--- config.mk ---
export PLATFORM = sky130hd
export DESIGN_NAME = bptc_ctrl
export DESIGN_NICKNAME = d
export VERILOG_FILES = /design/src/rtl/core/bptc_pkg.sv /design/src/rtl/core/bptc_ctrl.sv
export SDC_FILE = /design/constraint.sdc
export NUM_CORES = 1
export LEC_CHECK = 0
export BUFFER_PORTS_ARGS = -buffer_cell sky130_fd_sc_hd__buf_2
export CAP_MARGIN = 20
export CORE_AREA = 2 2 39 41
export DETAILED_ROUTE_END_ITERATION = 16
export DIE_AREA = 0 0 41 43
export MAX_ROUTING_LAYER = met4
export PLACE_DENSITY_LB_ADDON = 0.15
export SLEW_MARGIN = 10
export SYNTH_ARGS = -nofsm -noshare
export SYNTH_HDL_FRONTEND = slang
export SYNTH_SLANG_ARGS = --single-unit
--- constraint.sdc ---
create_clock -name clk -period 2.28 [get_ports clk]
set_input_delay 0.456 -clock clk [delete_from_list [all_inputs] [get_ports clk]]
set_output_delay 0.456 -clock clk [all_outputs]
set_load 0.01 [all_outputs]
--- src/rtl/core/bptc_pkg.sv ---
// ----------------------------------------------------------------------------
// bptc_pkg - shared types and constants for barometric compensation
// Calibration bundle, register indexes, pipeline geometry and the
// hand-off record between the temperature and pressure halves.
// ----------------------------------------------------------------------------
package bptc_pkg;

	// pipeline geometry
	localparam int NUM_STG   = 8;
	localparam int FRONT_STG = 4;

	// datapath widths
	localparam int RAW_W  = 24;
	localparam int CAL_W  = 16;
	localparam int DT_W   = 26;
	localparam int PROD_W = 42;
	localparam int DTSQ_W = 48;
	localparam int OFF1_W = 35;
	localparam int SEN1_W = 34;
	localparam int TEMP_W = 20;
	localparam int T2_W   = 17;
	localparam int SQ_W   = 34;
	localparam int OFF_W  = 39;
	localparam int SENS_W = 38;
	localparam int PRES_W = 32;

	// temperature thresholds in 0.01 degC
	localparam logic signed [TEMP_W-1:0] TEMP_BASE = 20'sd2000;
	localparam logic signed [TEMP_W-1:0] TEMP_VLOW = -20'sd1500;

	// calibration register indexes
	typedef enum logic [2:0] {
		REG_C1 = 3'd0,
		REG_C2 = 3'd1,
		REG_C3 = 3'd2,
		REG_C4 = 3'd3,
		REG_C5 = 3'd4,
		REG_C6 = 3'd5
	} reg_idx_t;

	// calibration words
	typedef struct packed {
		logic [CAL_W-1:0] c1;
		logic [CAL_W-1:0] c2;
		logic [CAL_W-1:0] c3;
		logic [CAL_W-1:0] c4;
		logic [CAL_W-1:0] c5;
		logic [CAL_W-1:0] c6;
	} cal_t;

	// first-order results and squares handed to the pressure half
	typedef struct packed {
		logic signed [OFF1_W-1:0] off1;
		logic signed [SEN1_W-1:0] sens1;
		logic [SQ_W-1:0]          sq_a;
		logic [SQ_W-1:0]          sq_b;
		logic                     low;
		logic                     vlow;
		logic [RAW_W-1:0]         d1;
		logic signed [TEMP_W-1:0] temp;
	} mid_t;

endpackage

--- src/rtl/core/bptc_ctrl.sv ---
// ----------------------------------------------------------------------------
// bptc_ctrl - valid tracking and stall handling for the pipeline
// One valid bit per stage; a stage loads when it is empty or its
// successor moves, so bubbles close up under output stall.
// ----------------------------------------------------------------------------
module bptc_ctrl
	import bptc_pkg::*;
(
	input  logic               clk,
	input  logic               arst_n,
	input  logic               in_valid,
	output logic               in_stall,
	output logic               out_valid,
	input  logic               out_stall,
	output logic [NUM_STG-1:0] en
);

	logic [NUM_STG-1:0] vld_q;
	logic [NUM_STG:0]   ready;

	// ready chain, from the output back to the input
	always_comb begin
		ready[NUM_STG] = !out_stall;
		for (int k = NUM_STG - 1; k >= 0; k--) begin
			ready[k] = !vld_q[k] || ready[k+1];
		end
	end

	assign en        = ready[NUM_STG-1:0];
	assign in_stall  = !ready[0];
	assign out_valid = vld_q[NUM_STG-1];

	// valid bits travel with the data
	always_ff @(posedge clk or negedge arst_n) begin
		if (!arst_n) begin
			vld_q <= '0;
		end else begin
			if (ready[0]) begin
				vld_q[0] <= in_valid;
			end
			for (int k = 1; k < NUM_STG; k++) begin
				if (ready[k]) begin
					vld_q[k] <= vld_q[k-1];
				end
			end
		end
	end

`ifndef NO_ASSERTIONS
	// input only backs up when every stage is full and the output is held
	a_stall_full: assert property (@(posedge clk) disable iff (!arst_n)
		in_stall |-> (&vld_q && out_stall))
		else $error("input stalled with room in pipeline");

	// an accepted beat with none delivered adds one to the occupancy
	a_count_up: assert property (@(posedge clk) disable iff (!arst_n)
		(in_valid && !in_stall && !(out_valid && !out_stall)) |=>
		($countones(vld_q) == $past($countones(vld_q)) + 1))
		else $error("accepted beat lost in pipeline");

	// a delivered beat with none accepted removes exactly one
	a_count_dn: assert property (@(posedge clk) disable iff (!arst_n)
		(!(in_valid && !in_stall) && out_valid && !out_stall) |=>
		($countones(vld_q) == $past($countones(vld_q)) - 1))
		else $error("delivered beat repeated or lost");
`endif

endmodule

==> out/metrics.yaml <==
layout.nets: 49
path_cells: "and3_1, and4_1, buf_2"
netlist_instances: 29
worstMarginPinSlew_ns: 0.234
cts.clk_slew.worst_paths_ns: 0.05
area_delta_synth_final_pct: 24.5
syn_avg_cell_area_um2: 12.0
setup_viol_count_final: 0
critPathRequiredTime_ns: 1.82
fp.dieH_um: 43
ant_nets: 0
regToRegStartpoint: "vld_q[4]"
die-area_mm2: 0.00176
tns_ns: 0
reg.largest.list: "vld_q: 8 flops"
end_kind: "output pin"
post-dp-hpwl_um: 489
critPathSlowestCell: "dfrtp_1"
start_kind: "flip-flop"
criticalPathCategory: "flip-flop to output pin"
viasPerCell: 4.63
antenna_found_initial: 0
cts_sinks: 8
vias: 273
drt_iter0_markers: 3
reg2reg_to: "vld_q[0]"
place_congestion: 0.652
routed_wl_um: 658
grt_usage_pct: 9.46
maxCapViolCount: 0
final-hold-violation-count: 0
coreArea_mm2: 0.00138
finalCritPeriodShare_pct: 78.0
diodes: 0
grt_max_degree: 14
synth-seq-area-share_pct: 57.8
ys_types: 14
worst_hold_slack_ns: 0.0393
syn_nets: 33
cp_max_fo: 7
rsz0062_at_grt: "no"
clockBufferDepth: 2
status: "complete, no violations"
cts_buffers: 3
clkLatencyLatePin_ns: 0.25
ff2ff_path_depth: 2
pin_count: 14
cts_htree_levels: 1
power.density_mw_per_mm2: 916
drc: 0
syn_area_um2: 347
grt_pass1_vias: 255
place.port_buffers: 13
slowest_delay_ns: 0.42
cts_resized: 0
cts_tree: "yes"
reg2reg_slack_ns: 1.23
rows: 14
cts_root_buf: "clkbuf_4"
die_w_um: 41
instances_no_fill: 59
hold_path_class: "primary input to asynchronous set/reset pin"
wl_per_cell_um: 11.2
grt_pass1_wl_mm: 1.08
drtPass1Iterations: 3
drive_above_1_share_pct: 41.9
grt_overflow: 0
post_cts_buffers: 0
cp-endpoint: "in_stall"
synth_warnings: 0
largest_register: "vld_q"
slew_headroom_pct: 84.4
largest_register_ffs: 8
crit_start: "vld_q[4]"
worstPathArrival_ns: 1.32
slew_viol_final: 0
finClkSkew_ns: 0.00423
clock.fmax_mhz: 562
placed_cells: 56
ir_worst_vdd_uv: 247
start_util_pct: 25.0
fin_crit_ns: 1.78
p_leak_uw: 0.000197
yosys_register_bits: 8
cts_hold_buf: 0
[logic make-up (layout without fill, tap and decap cells)]
kind of cell	Yosys count	in the layout	share of synthesized area, %
flip-flops	8	8	57.8
AO/OA/AOI/OAI	5	5	12.3
AND/OR/NAND/NOR	13	13	22.4
buffers and inverters	3	17	7.58
[final cells by class]
type | instances | area, um2
Fill cell | 151 | 952
Timing Repair Buffer | 13 | 65.1
Tap cell | 16 | 20.0
Inverter | 1 | 3.75
Sequential cell | 8 | 200
Clock buffer | 3 | 22.5
Multi-Input combinational cell | 18 | 120
[critical path, delay by kind of cell (launching register included)]
family	cells	cell delay [ns]
and+or+nand+nor	2	0.53
DFF	1	0.42
buffers and inverters	1	0.13
[per-stage QoR]
step           utilization [%]  setup slack, ns  area [um2]  power, uW
2_1_floorplan                -            0.883         347        272
3_3_place_gp              29.6            0.639         409        292
3_5_place_dp              29.6            0.632         409        295
4_1_cts                   31.2            0.490         432        403
5_1_grt                   31.2            0.422         432        426
6_report                  31.2            0.502         432        395
[layout by cell type, fill, tap and decap left out]
master    synthesis  routed
a21o_1            2       2
a31o_1            2       2
a41o_1            1       1
and3_1            1       1
and4_1            1       1
and4_4            1       1
buf_2             0      13
clkbuf_4          0       3
dfrtp_1           8       8
inv_2             1       1
nand2_1           3       3
nand2b_1          2       2
nand3_1           3       3
nand4_1           1       1
or2_1             1       1
[worst min path at each step]
| stage | start | endpoint | cells past startpoint |
|---|---|---|---|
| 6_report | arst_n | vld_q[5] | 1 |
| 5_1_grt | arst_n | vld_q[5] | 1 |
| 4_1_cts | arst_n | vld_q[5] | 1 |
| 2_1_floorplan | arst_n | vld_q[0] | 0 |
| 3_3_place_gp | arst_n | vld_q[6] | 1 |
| 3_5_place_dp | arst_n | vld_q[6] | 1 |
[metal layers]
layer / part of all wire [%] / up-vias / track usage (%) / wire, um
met4: 0 / 0 / 4.00 / 0
met5: 0 / - / - / 0
li1: - / 133 / - / -
met1: 47 / 128 / 13.0 / 312
met3: 9.4 / 0 / 3.14 / 62
met2: 43 / 12 / 12.5 / 283
[report_power, final]
group | switching [uW] | leakage [uW] | total [uW] | internal [uW]
logic | 56.8 | 0.0000991 | 103 | 46.7
registers | 22.0 | 0.0000844 | 188 | 166
clock network | 43.8 | 0.0000138 | 104 | 59.9
total | 123 | 0.000197 | 395 | 273
[cell usage after synthesis]
master	count	area share [%]
a31o_1	2	5.1
a21o_1	2	4.3
nand4_1	1	1.8
buf_6	2	6.5
or2_1	1	1.8
dfrtp_1	8	58
nand3_1	3	4.3
and4_4	1	3.2
and3_1	1	1.8
nand2b_1	2	3.6
a41o_1	1	2.9
and4_1	1	2.5
inv_2	1	1.1
nand2_1	3	3.2
Power figures use the tool's default switching activity.
