## src/rtl/core/bptc_pkg.sv

```systemverilog
// ----------------------------------------------------------------------------
// bptc_pkg - shared types and constants for barometric compensation
// Calibration bundle, register indexes, pipeline geometry and the
// hand-off record between the temperature and pressure halves.
// ----------------------------------------------------------------------------
package bptc_pkg;

	// pipeline geometry
	localparam int NUM_STG   = 8;
	localparam int FRONT_STG = 4;

	// datapath widths
	localparam int RAW_W  = 24;
	localparam int CAL_W  = 16;
	localparam int DT_W   = 26;
	localparam int PROD_W = 42;
	localparam int DTSQ_W = 48;
	localparam int OFF1_W = 35;
	localparam int SEN1_W = 34;
	localparam int TEMP_W = 20;
	localparam int T2_W   = 17;
	localparam int SQ_W   = 34;
	localparam int OFF_W  = 39;
	localparam int SENS_W = 38;
	localparam int PRES_W = 32;

	// temperature thresholds in 0.01 degC
	localparam logic signed [TEMP_W-1:0] TEMP_BASE = 20'sd2000;
	localparam logic signed [TEMP_W-1:0] TEMP_VLOW = -20'sd1500;

	// calibration register indexes
	typedef enum logic [2:0] {
		REG_C1 = 3'd0,
		REG_C2 = 3'd1,
		REG_C3 = 3'd2,
		REG_C4 = 3'd3,
		REG_C5 = 3'd4,
		REG_C6 = 3'd5
	} reg_idx_t;

	// calibration words
	typedef struct packed {
		logic [CAL_W-1:0] c1;
		logic [CAL_W-1:0] c2;
		logic [CAL_W-1:0] c3;
		logic [CAL_W-1:0] c4;
		logic [CAL_W-1:0] c5;
		logic [CAL_W-1:0] c6;
	} cal_t;

	// first-order results and squares handed to the pressure half
	typedef struct packed {
		logic signed [OFF1_W-1:0] off1;
		logic signed [SEN1_W-1:0] sens1;
		logic [SQ_W-1:0]          sq_a;
		logic [SQ_W-1:0]          sq_b;
		logic                     low;
		logic                     vlow;
		logic [RAW_W-1:0]         d1;
		logic signed [TEMP_W-1:0] temp;
	} mid_t;

endpackage

```

## src/rtl/core/bptc_press.sv

```systemverilog
// ----------------------------------------------------------------------------
// bptc_press - stages 5 to 8: second-order terms and pressure
// Applies OFF2/SENS2, splits D1*SENS into two partial products and
// finishes P = (D1*SENS/2^21 - OFF)/2^15 with truncation toward zero.
// ----------------------------------------------------------------------------
module bptc_press
	import bptc_pkg::*;
(
	input  logic                         clk,
	input  logic [NUM_STG-FRONT_STG-1:0] en,
	input  mid_t                         mid,
	output logic signed [PRES_W-1:0]     pressure,
	output logic signed [TEMP_W-1:0]     temperature
);

	// stage 5: OFF2 = 5a^2/2 (+7b^2), SENS2 = 5a^2/4 (+11b^2/2)
	logic [SQ_W+2:0] fa;
	logic [SQ_W+2:0] b7;
	logic [SQ_W+3:0] b11;
	logic [SQ_W+3:0] off2;
	logic [SQ_W+2:0] sens2;
	logic signed [OFF_W-1:0]  off_n;
	logic signed [SENS_W-1:0] sens_n;

	assign fa    = {3'b000, mid.sq_a} + {1'b0, mid.sq_a, 2'b00};
	assign b7    = {mid.sq_b, 3'b000} - {3'b000, mid.sq_b};
	assign b11   = {1'b0, mid.sq_b, 3'b000} + {3'b000, mid.sq_b, 1'b0} + {4'h0, mid.sq_b};
	assign off2  = {2'b00, fa[SQ_W+2:1]} + (mid.vlow ? {1'b0, b7} : '0);
	assign sens2 = {2'b00, fa[SQ_W+2:2]} + (mid.vlow ? b11[SQ_W+3:1] : '0);
	assign off_n  = $signed({{4{mid.off1[OFF1_W-1]}}, mid.off1})
		- (mid.low ? $signed({1'b0, off2}) : 39'sd0);
	assign sens_n = $signed({{4{mid.sens1[SEN1_W-1]}}, mid.sens1})
		- (mid.low ? $signed({1'b0, sens2}) : 38'sd0);

	logic signed [OFF_W-1:0]  off_s5;
	logic signed [SENS_W-1:0] sens_s5;
	logic [RAW_W-1:0]         d1_s5;
	logic signed [TEMP_W-1:0] temp_s5;

	always_ff @(posedge clk) begin
		if (en[0]) begin
			off_s5  <= off_n;
			sens_s5 <= sens_n;
			d1_s5   <= mid.d1;
			temp_s5 <= mid.temp;
		end
	end

	// stage 6: D1 times the low and high halves of SENS
	logic [42:0]        lo_full;
	logic signed [43:0] hi_full;

	assign lo_full = 43'(d1_s5) * 43'(sens_s5[18:0]);
	assign hi_full = 44'($signed({1'b0, d1_s5})) * 44'($signed(sens_s5[SENS_W-1:19]));

	logic [42:0]              lo_s6;
	logic signed [42:0]       hi_s6;
	logic signed [OFF_W-1:0]  off_s6;
	logic signed [TEMP_W-1:0] temp_s6;

	always_ff @(posedge clk) begin
		if (en[1]) begin
			lo_s6   <= lo_full;
			hi_s6   <= hi_full[42:0];
			off_s6  <= off_s5;
			temp_s6 <= temp_s5;
		end
	end

	// stage 7: recombine, then divide by 2^21 toward zero
	logic signed [61:0] prod;
	logic signed [61:0] pb;

	assign prod = $signed({hi_s6, 19'd0}) + $signed({19'd0, lo_s6});
	assign pb   = prod + $signed({41'd0, {21{prod[61]}}});

	logic signed [40:0]       q_s7;
	logic signed [OFF_W-1:0]  off_s7;
	logic signed [TEMP_W-1:0] temp_s7;

	always_ff @(posedge clk) begin
		if (en[2]) begin
			q_s7    <= pb[61:21];
			off_s7  <= off_s6;
			temp_s7 <= temp_s6;
		end
	end

	// stage 8: subtract OFF, divide by 2^15 toward zero
	logic signed [41:0] dif;
	logic signed [41:0] db;

	assign dif = $signed({q_s7[40], q_s7}) - $signed({{3{off_s7[OFF_W-1]}}, off_s7});
	assign db  = dif + $signed({27'd0, {15{dif[41]}}});

	logic signed [PRES_W-1:0] pressure_s8;
	logic signed [TEMP_W-1:0] temperature_s8;

	always_ff @(posedge clk) begin
		if (en[3]) begin
			pressure_s8    <= $signed({{5{db[41]}}, db[41:15]});
			temperature_s8 <= temp_s7;
		end
	end

	assign pressure    = pressure_s8;
	assign temperature = temperature_s8;

endmodule

```

## config.mk

```make
export PLATFORM = sky130hd
export DESIGN_NAME = bptc_press
export DESIGN_NICKNAME = d
export VERILOG_FILES = /design/src/rtl/core/bptc_pkg.sv /design/src/rtl/core/bptc_press.sv
export SDC_FILE = /design/constraint.sdc
export NUM_CORES = 2
export LEC_CHECK = 0
export BUFFER_PORTS_ARGS = -buffer_cell sky130_fd_sc_hd__buf_2
export CORE_ASPECT_RATIO = 0.5
export CORE_UTILIZATION = 59
export CTS_CLUSTER_SIZE = 16
export DETAILED_ROUTE_END_ITERATION = 12
export PLACE_DENSITY = 0.8
export SYNTH_ARGS = -nofsm -noshare
export SYNTH_HDL_FRONTEND = slang
export SYNTH_SLANG_ARGS = --single-unit
```

## constraint.sdc

```tcl
create_clock -name clk -period 10.2 [get_ports clk]
set_clock_uncertainty 0.05 [all_clocks]
set_input_delay 3.06 -clock clk [delete_from_list [all_inputs] [get_ports clk]]
set_output_delay 3.06 -clock clk [all_outputs]
set_load 0.05 [all_outputs]
```

==> out/results.ini <==
[floorplanning]
core_area_mm2=0.101
initial_core_util_pct=60.1
io_pins=240
rows=82
die_y_um=229
dieWidth_um=456
dieArea_mm2=0.104

[clock_network]
htree_levels=2
cts_buffer_depth=3
clkTransAtPathRegs_ns=0.06
clock-root-buffer=clkbuf_16
cts_tree=built
cts_sinks=413
holdBufCountCts=0
cts_buffers=43
cts.repair.resized=0
post_cts_buffers=0
clk_latency_ns=0.61

[grt]
grt_use_total_pct=30.1
overflow=0
grt_max_degree=86
antenna_found_initial=6
grt_pass1_wl_um=251000
grt_pass1_vias=47900

[critical_path]
startpoint_type=input port
critPathLaunch=mid[49]
path_max_fanout=4
required_ns=10.50
rrSetupSlack_ns=1.28
ff2ff_path_depth=27
cpMostUsedCell=a21o_1
rr_startpoint=d1_s5[13]$_DFFE_PP_
r2r-end=hi_s6[42]$_DFFE_PP_
cpMaxStageDelayCell=fa_1
criticalPathCategory=in -> reg
cp.arrival_ns=10.04
cpPeakStageDelay_ns=0.52
endpoint_kind=flip-flop

[layout]
fin_nets=8325
n_fill_cell=8089
drive_gt1_share_pct=7.46
syn_to_final_growth_pct=7.43

[timing]
fmax_mhz=103
setup_viol=0
post-route-period-util_pct=95.4
fin_crit_ns=9.73
finalHoldViolCount=0
final_max_slew_viol_count=0
tightest_slew_ns=1.29
tns_ns=0
rsz0062_at_grt=no
slew_headroom_pct=13.2

[yosys]
yosys.area_share.adder_pct=39.1
synth_top_family_by_area=adder cells
synth-seq-cells=413
synthSimpleGateAreaFrac_pct=15.6
synthTopCellsByArea=fa_1, edfxtp_1, ha_1
synth_compound_area_share_pct=11.7
syn_nets=8136
synthArstFlopShare_pct=0
ys_warn_count=0
synth_cells=6522
yosysTopAreaCellShare_pct=25.9
synthFlopType=edfxtp_1
synth_xor_area_share_pct=5.61
syn_area_mm2=0.0607
ys_types=88
muxShareOfSynthArea_pct=0.0865
yosysTopAreaCell=fa_1
syn_area_per_cell_um2=9.31
ys_seq_area_share_pct=20.4
synth-edff-count=413

[drt]
vias=47200
wire_per_inst_um=19.0
viasPerCell=5.83
drc=0
drt_iter0_drc=4122
drt_pre_antenna_iters=6
ant_nets=0
routed_wl_um=153000

[worst_hold_path]
hp-class=reg -> reg
hold-path-endpoint=temp_s6[0]$_DFFE_PP_
min-delay-start=temp_s5[0]$_DFFE_PP_
hold_depth=0

[placed_design]
gp_congestion=0.971
hpwl_um=125000
io_buffers=239

[run_status]
status=finished, final reports clean

[job]
maxCapViolCount=0

[worst max path at each step]
stage / end / cells past startpoint
2_1_floorplan: sens_s5[37]$_DFFE_PP_ / 39
3_3_place_gp: sens_s5[37]$_DFFE_PP_ / 41
3_5_place_dp: sens_s5[37]$_DFFE_PP_ / 41
4_1_cts: sens_s5[37]$_DFFE_PP_ / 41
5_1_grt: sens_s5[37]$_DFFE_PP_ / 41
6_report: sens_s5[37]$_DFFE_PP_ / 41
[per-layer routing]
| layer | routed length [um] | vias to the layer above | global-route usage (%) |
|---|---|---|---|
| li1 | - | 21900 | - |
| met1 | 66400 | 23100 | 42.0 |
| met3 | 14700 | 274 | 6.20 |
| met4 | 4230 | 10 | 8.20 |
| met2 | 68000 | 1948 | 47.7 |
| met5 | 72 | - | 0 |
[cell usage after synthesis (all sizes together), types with 37 or more instances]
cell    count
inv       981
and2      317
nand2     872
nor2b      48
a31oi      37
and3       43
xor2      117
clkbuf    226
ha        641
o21ai     187
xnor2     272
nand2b     70
o21bai     42
a21oi     321
edfxtp    413
fa        785
nand3     101
nor2      284
a21o      194
o21a       60
nor3       73
nand4      59
[kinds of logic (layout without fill, tap and decap cells)]
kind of cell,count (synthesis),count (layout)
adders and majority gates,1426,1426
xor gates and xnor gates,389,389
and+or+nand+nor,1987,1987
muxes,5,5
AOI/OAI and AO/OA,1083,1083
buffers and inverters,1219,1442
DFF,413,413
other,0,1
[area by class of cell]
class / count / area [um2] / share of cell area [%]
timing repair buffer: 381 / 2280 / 3.49
clock inverter: 31 / 348 / 0.533
tap: 1344 / 1680 / 2.58
inverter: 982 / 3690 / 5.65
clock buffer: 48 / 1090 / 1.68
multi-input combinational: 4890 / 43800 / 67.1
sequential: 413 / 12400 / 19.0
antenna: 1 / 2.50 / 0.00384
[state kept, by name, summed over array words and instances (netlist names)]
signal       flops
sens_s5         38
temperature     20
q_s7            41
d1_s5           24
off_s6          39
off_s5          39
temp_s5         20
hi_s6           43
temp_s7         20
temp_s6         20
off_s7          39
lo_s6           43
pressure        27
[worst max-delay path, delay by kind of cell]
| family | cells | cell delay (ns) |
|---|---|---|
| XOR/XNOR | 3 | 0.42 |
| AO/OA/AOI/OAI | 19 | 3.09 |
| adder cells (fa/ha/maj) | 4 | 1.51 |
| buffers and inverters | 6 | 0.75 |
| AND/OR/NAND/NOR | 9 | 1.19 |
[placed cells by master (no fill, tap or decap), drive strengths merged, types with 18 or more instances in the layout]
master / synthesis / final
xnor2: 272 / 272
xor2: 117 / 117
o21a: 60 / 60
a211oi: 33 / 33
nor3: 73 / 73
a21boi: 23 / 23
or2: 18 / 18
and2: 317 / 317
a21o: 194 / 194
ha: 641 / 641
or3: 25 / 25
o21ai: 187 / 187
nand2: 872 / 872
nand3: 101 / 101
clkbuf: 226 / 48
fa: 785 / 785
and3: 43 / 43
nor2: 284 / 284
a31oi: 37 / 37
inv: 981 / 989
nor2b: 48 / 48
nand2b: 70 / 70
o21bai: 42 / 42
nor4: 18 / 18
nand4: 59 / 59
o31ai: 27 / 27
o211ai: 23 / 23
a21oi: 321 / 321
buf: 11 / 381
edfxtp: 413 / 413
[through the flow]
stage / instance area (um2) / setup WS, ns / util [%] / hold slack [ns] / std cells
after floorplan: 60700 / 0.158 / - / 0.350 / 6522
after global placement: 63800 / -0.0770 / 63.1 / 0.350 / 8010
after detailed placement: 63800 / -0.192 / 63.1 / 0.355 / 8010
after CTS: 65200 / 0.448 / 64.5 / 0.364 / 8089
after global routing: 65200 / 0.00482 / 64.6 / 0.370 / 8089
final: 65200 / 0.467 / 64.6 / 0.361 / 8090
Power is not shown: default switching activity piles up to over one toggle a cycle in this logic, so the estimate is an artifact.
